File: src/sv/pram_pkg.sv
package pram_pkg;

    localparam int PALETTE_ENTRIES_DEF = 256;

    localparam int CFG_W       = 9;
    localparam int SUB_W       = 8;
    localparam int IDX_W       = 8;
    localparam int COLOR_W     = 32;
    localparam int BGR_W       = 15;
    localparam int ADDR_FULL_W = CFG_W + SUB_W + 1;

    localparam logic [CFG_W-1:0]   CFG_RESET    = CFG_W'(16);
    localparam logic [COLOR_W-1:0] OPAQUE_BLACK = 32'hFF00_0000;

    typedef enum logic [1:0] {
        OP_WR_ARGB = 2'd0,
        OP_WR_BGR  = 2'd1,
        OP_RD_ARGB = 2'd2,
        OP_RD_BGR  = 2'd3
    } t_opcode;

endpackage

File: src/sv/pram_fmt.sv
module pram_fmt
    import pram_pkg::*;
(
    input  logic [BGR_W-1:0]   i_bgr555,
    output logic [COLOR_W-1:0] o_argb,
    input  logic [COLOR_W-1:0] i_argb,
    output logic [BGR_W-1:0]   o_bgr555
);

    function automatic logic [7:0] widen5(input logic [4:0] c5);
        return {c5, c5[4:2]};
    endfunction

    function automatic logic [4:0] narrow8(input logic [7:0] c8);
        logic [8:0] sum;
        sum = (c8 <= 8'd248) ? ({1'b0, c8} + 9'd4) : {1'b0, c8};
        return sum[7:3];
    endfunction

    assign o_argb = OPAQUE_BLACK | {8'h00, widen5(i_bgr555[4:0]),
                                    widen5(i_bgr555[9:5]), widen5(i_bgr555[14:10])};

    assign o_bgr555 = {narrow8(i_argb[7:0]), narrow8(i_argb[15:8]), narrow8(i_argb[23:16])};

endmodule
File: config.mk
export PLATFORM = sky130hd
export DESIGN_NAME = pram_fmt
export DESIGN_NICKNAME = d
export VERILOG_FILES = /design/src/sv/pram_pkg.sv /design/src/sv/pram_fmt.sv
export SDC_FILE = /design/constraint.sdc
export NUM_CORES = 1
export LEC_CHECK = 0
export BUFFER_PORTS_ARGS = -buffer_cell sky130_fd_sc_hd__buf_2
export CAP_MARGIN = 20
export CORE_MARGIN = 2
export CORE_UTILIZATION = 32
export DETAILED_ROUTE_END_ITERATION = 7
export PLACE_DENSITY = 0.85
export SKIP_LAST_GASP = 1
export SLEW_MARGIN = 15
export SYNTH_ARGS = -nofsm -noshare
export SYNTH_HDL_FRONTEND = slang
export SYNTH_SLANG_ARGS = --single-unit
export TNS_END_PERCENT = 10
File: constraint.sdc
create_clock -name vclk -period 1
set_input_delay 0.1 -clock vclk [all_inputs]
set_output_delay 0.1 -clock vclk [all_outputs]
set_load 0.02 [all_outputs]
Word level (Yosys, flattened, before mapping):

Index checks and enable logic that the tools add are counted.
W data, S select, Z words.

* register bits after elaboration: 0
* input bits: 47
* output and inout port bits: 47
* word-level logic and storage cells: 9

* mux-type cells: 3
* add/sub/neg operators: 3
* $lt $le $gt $ge: 3

Operators with widths (count)
* $add A8 B3 Y8 const B: 3
* $le A8 B8 Y1 const B: 3
* $mux W8: 3

Logic depth before layout (Yosys ltp):

Gate-level depths: netlist of the first run.

* depth after elaboration: 2
* depth in mapped cells: 5
* mapped depth without buffers: 5

Least setup slack after synthesis of the first run:

Ideal clock, no wire load.

* path kind: input to output
* start point: input port i_argb[10]
* end point: output port o_bgr555[5]
* buffers on the path: 0
* data required time: 0.900 ns
* stages on the path: 4
* setup slack: -0.094 ns
* arrival: 0.994 ns
* path through: inv_1 -> ha_1 -> a21o_1 -> o21ai_0

* longest elaborated chain between the ends: 2
* elaborated cells on any way between the ends: 3
* classes of those cells: add/sub: 1; order compare: 1; mux: 1

RTL lines
* start: declaration: line pram_fmt.sv:6 `input logic [COLOR_W-1:0] i_argb,`
* $add A8 B3 Y8 or $le A8 B8 Y1 (tied branches): line pram_fmt.sv:16 `sum = (c8 <= 8'd248) ? ({1'b0, c8} + 9'd4) : {1'b0, c8};`
* $mux W8 *: line pram_fmt.sv:16
* end: declaration: line pram_fmt.sv:7 `output logic [BGR_W-1:0] o_bgr555`

Every way passes the cells marked *; elsewhere a longest branch is shown, timed or not.

Worst setup path in the final report of the first run:

* start point: input port i_argb[18]
* end point: output port o_bgr555[4]

The elaborated chain is that of the path after synthesis.

==> metrics.csv, run 1 <==
stage,metric,value,unit
run_status,outcome,"complete, but fails checks",
run_status,failing checks,setup timing,
hold_path,worst min path class,input port to output port,
finish,clock buf count,0,
place,Final GP Congestion,0.814,
timing,"Slew Viols, Final",0,
yosys,largest family of logic cells by synthesized area,buffers and inverters,
power,Pleak,0.000417,uW
finish,layout cells sized above 1,52.6,%
job,MaxCap Viol Count,0,
drt,router iterations before antenna repair,2,
finish,num sequential,0,
floorplan,num rows,16,
yosys,"count leader, synth",buf_4,
setup_path,WP data required,0.90,ns
timing,Final setup viols,15,
drt,DR DRC count,0,
timing,final hold violation count,0,
setup_path,Crit Path Category,input port to output port,
timing,fin worst setup slack,-0.167,ns
grt,total grt overflow,0,
grt,GRT Total Usage,11.3,%
grt,vias in the first global route,606,
floorplan,I/O Pins,94,
grt,initial antenna violation count,0,
yosys,Synth area leader,buf_4,
timing,FMAX,0.857,GHz
floorplan,die extent in x,49.5,um
drt,routed vias/inst,4.61,
yosys,Mapped Cells,91,
yosys,Adder-Cell Fraction of Synth Area,11.3,%
yosys,Synth Area in XOR/XNOR,7.92,%
finish,Area Overhead vs Synth,21.3,%
yosys,Synth Warn #,0,
drt,wire per inst,10.4,um
setup_path,WP data arrival,1.07,ns
finish,Post-Layout Inst Area,805,um^2
yosys,mux cell area share after synthesis,1.70,%
yosys,most frequent cells after synthesis,"buf_4, nand2_1, a31oi_1, ha_1, nand3_1",
finish,register area,0,um^2
yosys,post-synthesis compound-gate area fraction,15.8,%
place,hpwl dp,1320,um
yosys,Synth top area share,36.2,%
drt,Antenna Violating Nets Remaining,0,
finish,n_diodes,0,
power,worst vdd ir,0.000210,V
power,"Power, Total",390,uW
yosys,"Avg Cell Area, Syn",7.29,um^2
yosys,post-synth cell types,24,
power,PwrDens,484,nW/um^2
clock_tree,post-CTS setup buffer count,0,
floorplan,core area,1960,um^2
timing,RSZ-0062 raised after global routing,true,
yosys,simple-gate area share of the yosys netlist,24.2,%
floorplan,Starting Density,33.8,%
drt,Iter 0 DRT Violations,5,
drt,final wirelength,1490,um
floorplan,Die ar.,2450,um^2
setup_path,CP Max Fanout,2,
setup_path,Critical Path Start Type,input port,
drt,via count,659,
grt,first-pass GRT wire length,2380,um
grt,largest net degree at the start of global routing,6,
floorplan,height of the die,49.5,um
yosys,Synth area leaders,"buf_4, ha_1, a31oi_1",
yosys,part of the Yosys area used for sequential elements,0,%
yosys,Post-Syn Area,663,um^2
timing,fin crit period,1.17,ns
place,Area after DPL,761,um^2
setup_path,element type at the critical path end,output port,
place,Port Buffers,39,
timing,Tcrit/Tclk final,117,%
finish,# nets final,171,
## path summary, 6_finish.rpt
check	start	to	slack [ns]	cells past startpoint
max	i_argb[18]	o_bgr555[4]	-0.17	7
min	i_bgr555[5]	o_argb[11]	0.20	0
## critical path, cell delays in order
cell	delay, ns
buf_6	0.10
inv_4	0.04
ha_4	0.11
or3b_4	0.40
nand3_2	0.08
a31oi_1	0.08
buf_4	0.16
## cell type report
type / instances / area (um^2)
Multi-Input combinational cell: 62 / 462
Inverter: 4 / 17.5
Timing Repair Buffer: 50 / 292
Fill cell: 231 / 1160
Tap cell: 27 / 33.8
## metal layers
layer | track usage (%) | up-vias | wire length, um | part of all wire [%]
met5 | 0 | - | 0 | 0
met4 | 1.39 | 0 | 8 | 0.54
met3 | 0.909 | 4 | 146 | 9.8
met2 | 24.2 | 33 | 782 | 53
met1 | 11.7 | 296 | 548 | 37
li1 | - | 326 | - | -
## stage by stage
stage	hold slack [ns]	instances	setup slack (ns)	util, %	TNS (ns)
detailed placement	0.200	143	-0.252	38.8	-2.28
global route	0.200	143	-0.216	41.0	-2.55
finish	0.200	143	-0.167	41.0	-1.58
floorplan	0.313	98	-0.0944	-	-0.300
CTS	0.200	143	-0.178	40.7	-1.91
global placement	0.200	143	-0.180	38.8	-1.70
## cells in the final DEF (no fill, tap or decap), types with 2 or more instances in the layout
cell type and n:
nor2_1 3, inv_1 3, xor2_1 3, xnor2_1 3
buf_2 35, buf_4 14, o21ai_0 2, nand3_1 6
a21oi_1 3, a31oi_1 6, ha_1 5, conb_1 8
and4_1 2, nand2_1 9
## power by group
group,internal [uW],switching (uW),leakage [uW]
logic,161,229,0.000417
clock network,0,0,0
registers,0,0,0
total,161,229,0.000417
## what timing repair did
action / in CTS / in global routing
gates resized for setup: 9 / 1
hold buffers: 0 / 0
setup endpoints to repair: 15 / 15
endpoints found under the hold margin: 0 / 0
pin swaps: 4 / 2
## kinds of logic after synthesis
group,after synthesis
muxes,1
xor gates and xnor gates,6
and+or+nand+nor,27
AOI/OAI and AO/OA,14
other,1
buffers and inverters,36
adders and majority gates,6
Power figures use the tool's default switching activity.
==> run 2: changes to the inputs <==
==> constraint.sdc (replaced) <==
create_clock -name vclk -period 1
set_input_delay 0.1 -clock vclk [all_inputs]
set_output_delay 0.1 -clock vclk [all_outputs]
set_load 0.01 [all_outputs]
==> metrics.csv, run 2 (same netlist as run 1, synthesis figures left out) <==
stage,metric,value,unit
timing,"Slew Viols, Final",0,
finish,n_diodes,0,
setup_path,element type at the critical path end,output port,
run_status,outcome,"complete, but fails checks",
power,Pleak,0.000407,uW
finish,register area,0,um^2
floorplan,Die ar.,2450,um^2
place,Final GP Congestion,0.821,
timing,final hold violation count,0,
floorplan,I/O Pins,94,
finish,"Core Util, Final",41.6,%
setup_path,family with the most delay on the worst path,simple AND/OR/NAND/NOR gates,
timing,Setup TNS,-1.29,ns
drt,Antenna Violating Nets Remaining,0,
finish,num sequential,0,
drt,via count,645,
finish,clock buf count,0,
finish,Multi-input gate area,487,um^2
hold_path,hold path depth,0,
finish,"leading cell type in the layout, fill and taps excluded",buf_2,
drt,routed vias/inst,4.57,
hold_path,Hold Startpoint,i_bgr555[5],
finish,layout cells sized above 1,53.5,%
floorplan,num rows,16,
timing,FMAX,0.871,GHz
timing,RSZ-0062 raised after global routing,true,
finish,Area Overhead vs Synth,23.0,%
floorplan,Starting Density,33.8,%
drt,Iter 0 DRT Violations,6,
setup_path,Crit Path Category,input port to output port,
setup_path,slowest library cell on the worst path,or3b_4,
drt,wire per inst,11.4,um
setup_path,WP data arrival,1.05,ns
setup_path,crit path cell chain,buf_6 -> inv_4 -> ha_4 -> or3b_4 -> nand3_4 -> a31oi_4 -> buf_6,
hold_path,worst min path class,input port to output port,
timing,fin crit period,1.15,ns
finish,most frequent cells in the layout,"buf_2, buf_4, nand2_1",
grt,vias in the first global route,581,
timing,Final setup viols,15,
timing,fin worst setup slack,-0.148,ns
timing,hold slack,0.200,ns
drt,DR DRC count,0,
setup_path,WP data required,0.90,ns
power,"Power, Total",339,uW
setup_path,"Top cell by count, worst path",buf_6,
grt,initial antenna violation count,0,
finish,# fillers,213,
floorplan,die extent in x,49.5,um
grt,GRT Total Usage,11.7,%
setup_path,Critical Path Start Type,input port,
floorplan,height of the die,49.5,um
setup_path,Bufs and invs on worst path,3,
grt,total grt overflow,0,
run_status,failing checks,setup timing,
grt,largest net degree at the start of global routing,6,
finish,# nets final,169,
floorplan,core area,1960,um^2
job,MaxCap Viol Count,0,
grt,first-pass GRT wire length,2460,um
hold_path,Hold Crit Endpoint,o_argb[11],
clock_tree,cts hold-fix bufs,0,
place,pre-CTS WS,-0.208,ns
place,Port Buffers,39,
place,hpwl dp,1310,um
drt,final wirelength,1600,um
setup_path,CP Max Fanout,2,
setup_path,CP max stage delay,0.40,ns
power,worst vdd ir,0.000165,V
timing,Tcrit/Tclk final,115,%
drt,router iterations before antenna repair,4,
power,PwrDens,416,nW/um^2
## run 2: cell types whose count changed in the layout (fill, tap and decap cells not counted), sizes merged
cell	previous run	this run
buf	50	48
## run 2: per-layer routing
layer  share of wire (%)  track usage, %  wire length [um]
met1                  35            12.3               559
met3                  10            1.82               168
met5                   0               0                 0
met4                0.50            1.39                 8
met2                  54            24.4               869
## run 2: what timing repair did
item | 4_1_cts | 5_1_grt
cloned | 0 | 0
buffers inserted | 0 | 0
pin swaps | 4 | 2
gates resized for setup | 7 | 6
endpoints found under the setup margin | 15 | 15
## run 2: worst max-delay path by stage
stage               start           to  slack [ns]  cells past startpoint
3_5_place_dp   i_argb[18]  o_bgr555[2]       -0.21                      7
4_1_cts        i_argb[18]  o_bgr555[4]       -0.16                      7
2_1_floorplan  i_argb[18]  o_bgr555[0]        0.06                      5
5_1_grt        i_argb[18]  o_bgr555[4]       -0.18                      7
6_report       i_argb[18]  o_bgr555[4]       -0.15                      7
3_3_place_gp   i_argb[18]  o_bgr555[0]       -0.16                      7
## run 2: area by class of cell
cell class,instances,share of cell area [%]
multi-input combinational,62,59.7
tap,27,4.14
inverter,4,2.15
timing repair buffer,48,34.0
## run 2: stage by stage
stage | cell area (um^2) | cells
after floorplan | 689 | 98
after global placement | 746 | 141
after detailed placement | 746 | 141
after CTS | 778 | 141
after global routing | 816 | 141
final | 816 | 141
## run 2: report_power, final
part / switching [uW] / internal, uW
sequential: 0 / 0
clock: 0 / 0
combinational: 181 / 158
==> run 3: changes to the inputs <==
==> constraint.sdc (replaced) <==
create_clock -name vclk -period 1
set_input_delay 0.1 -clock vclk [all_inputs]
set_output_delay 0.1 -clock vclk [all_outputs]
set_load 0.05 [all_outputs]
==> metrics.csv, run 3 (same netlist as run 1, synthesis figures left out) <==
stage,metric,value,unit
run_status,outcome,"complete, but fails checks",
run_status,failing checks,setup timing,
setup_path,WP data required,0.90,ns
finish,register area,0,um^2
grt,met3 usage,0.606,%
drt,routed vias/inst,4.67,
timing,fin crit period,1.23,ns
timing,Final setup viols,15,
finish,"leading cell type in the layout, fill and taps excluded",buf_2,
grt,grt met1 use,12.5,%
drt,Iter 0 DRT Violations,6,
timing,RSZ-0062 raised after global routing,true,
grt,first-pass GRT wire length,2880,um
floorplan,core area,1960,um^2
timing,final hold violation count,0,
setup_path,Crit Path Category,input port to output port,
grt,largest net degree at the start of global routing,6,
grt,GRT busiest layer,met2,
finish,n_diodes,0,
place,hpwl dp,1420,um
drt,wire per inst,12.6,um
floorplan,Starting Density,33.8,%
job,MaxCap Viol Count,0,
drt,router iterations before antenna repair,4,
setup_path,crit path from,i_argb[18],
finish,layout cells sized above 1,63.4,%
grt,GRT Total Usage,14.1,%
grt,initial antenna violation count,0,
finish,Area Overhead vs Synth,48.5,%
place,Port Buffers,39,
floorplan,Die ar.,2450,um^2
finish,# nets final,178,
power,PwrDens,668,nW/um^2
floorplan,height of the die,49.5,um
drt,Antenna Violating Nets Remaining,0,
drt,via count,701,
floorplan,I/O Pins,94,
timing,fin worst setup slack,-0.232,ns
place,pre-CTS WS,-0.343,ns
drt,final wirelength,1880,um
floorplan,die extent in x,49.5,um
setup_path,Critical Path Start Type,input port,
setup_path,WP data arrival,1.13,ns
finish,num sequential,0,
timing,FMAX,0.812,GHz
power,Pleak,0.000479,uW
finish,most frequent cells in the layout,"buf_2, buf_4, nand2_1",
timing,Tcrit/Tclk final,123,%
grt,met2 GRT Util,32.2,%
timing,"Slew Viols, Final",0,
clock_tree,cts hold-fix bufs,0,
setup_path,CP Capture Point,o_bgr555[4],
grt,total grt overflow,0,
setup_path,element type at the critical path end,output port,
place,Final GP Congestion,0.720,
finish,Post-Layout Inst Area,985,um^2
floorplan,num rows,16,
setup_path,CP Max Fanout,3,
drt,DR DRC count,0,
place,Area after DPL,853,um^2
finish,clock buf count,0,
grt,vias in the first global route,709,
power,worst vdd ir,0.000321,V
hold_path,worst min path class,input port to output port,
[run 3: cell types whose count changed in the layout (fill, tap and decap cells not counted), sizes merged]
cell / before / now
buf: 48 / 55
clkbuf: 0 / 2
[run 3: critical path: stages]
cell     delay [ns]
buf_8          0.10
inv_4          0.04
ha_4           0.10
or3b_4         0.40
nand3_4        0.13
a31oi_4        0.09
buf_6          0.16
[run 3: where the power goes]
group | internal (uW) | switching (uW)
sequential | 0 | 0
clock | 0 | 0
combinational | 228 | 430
total | 228 | 430
[run 3: how the worst min path moves through the flow]
stage / startpoint / endpoint / slack [ns] / depth (start not counted)
2_1_floorplan: i_bgr555[12] / o_argb[0] / 0.37 / 1
5_1_grt: i_bgr555[1] / o_argb[20] / 0.20 / 0
3_3_place_gp: i_bgr555[6] / o_argb[12] / 0.20 / 0
4_1_cts: i_bgr555[6] / o_argb[12] / 0.20 / 0
3_5_place_dp: i_bgr555[6] / o_argb[12] / 0.20 / 0
6_report: i_bgr555[8] / o_argb[14] / 0.20 / 0
[run 3: metrics by stage]
step / hold WS [ns] / utilization (%) / TNS, ns / power (uW) / std cells
5_1_grt: 0.200 / 50.2 / -3.46 / 696 / 150
3_5_place_dp: 0.200 / 43.5 / -3.59 / 576 / 149
2_1_floorplan: 0.367 / - / -1.59 / 660 / 98
3_3_place_gp: 0.200 / 43.5 / -3.02 / 561 / 149
4_1_cts: 0.200 / 47.7 / -2.77 / 626 / 150
6_report: 0.200 / 50.2 / -2.60 / 657 / 150
[run 3: layer usage]
metal / routed length [um] / part of all wire (%)
met1: 587 / 31
met2: 1170 / 62
met3: 121 / 6.4
met4: 5 / 0.27
met5: 0 / 0
[run 3: final cells by class]
class | count | area [um^2]
Multi-Input combinational cell | 62 | 538
Fill cell | 198 | 977
Timing Repair Buffer | 57 | 393
Inverter | 4 | 20.0
Tap cell | 27 | 33.8
[run 3: repair_timing]
item	4_1_cts	5_1_grt
setup buffers	1	0
endpoints found under the hold margin	0	0
endpoints found under the setup margin	15	15
pin swaps	4	5
gates resized for setup	21	16
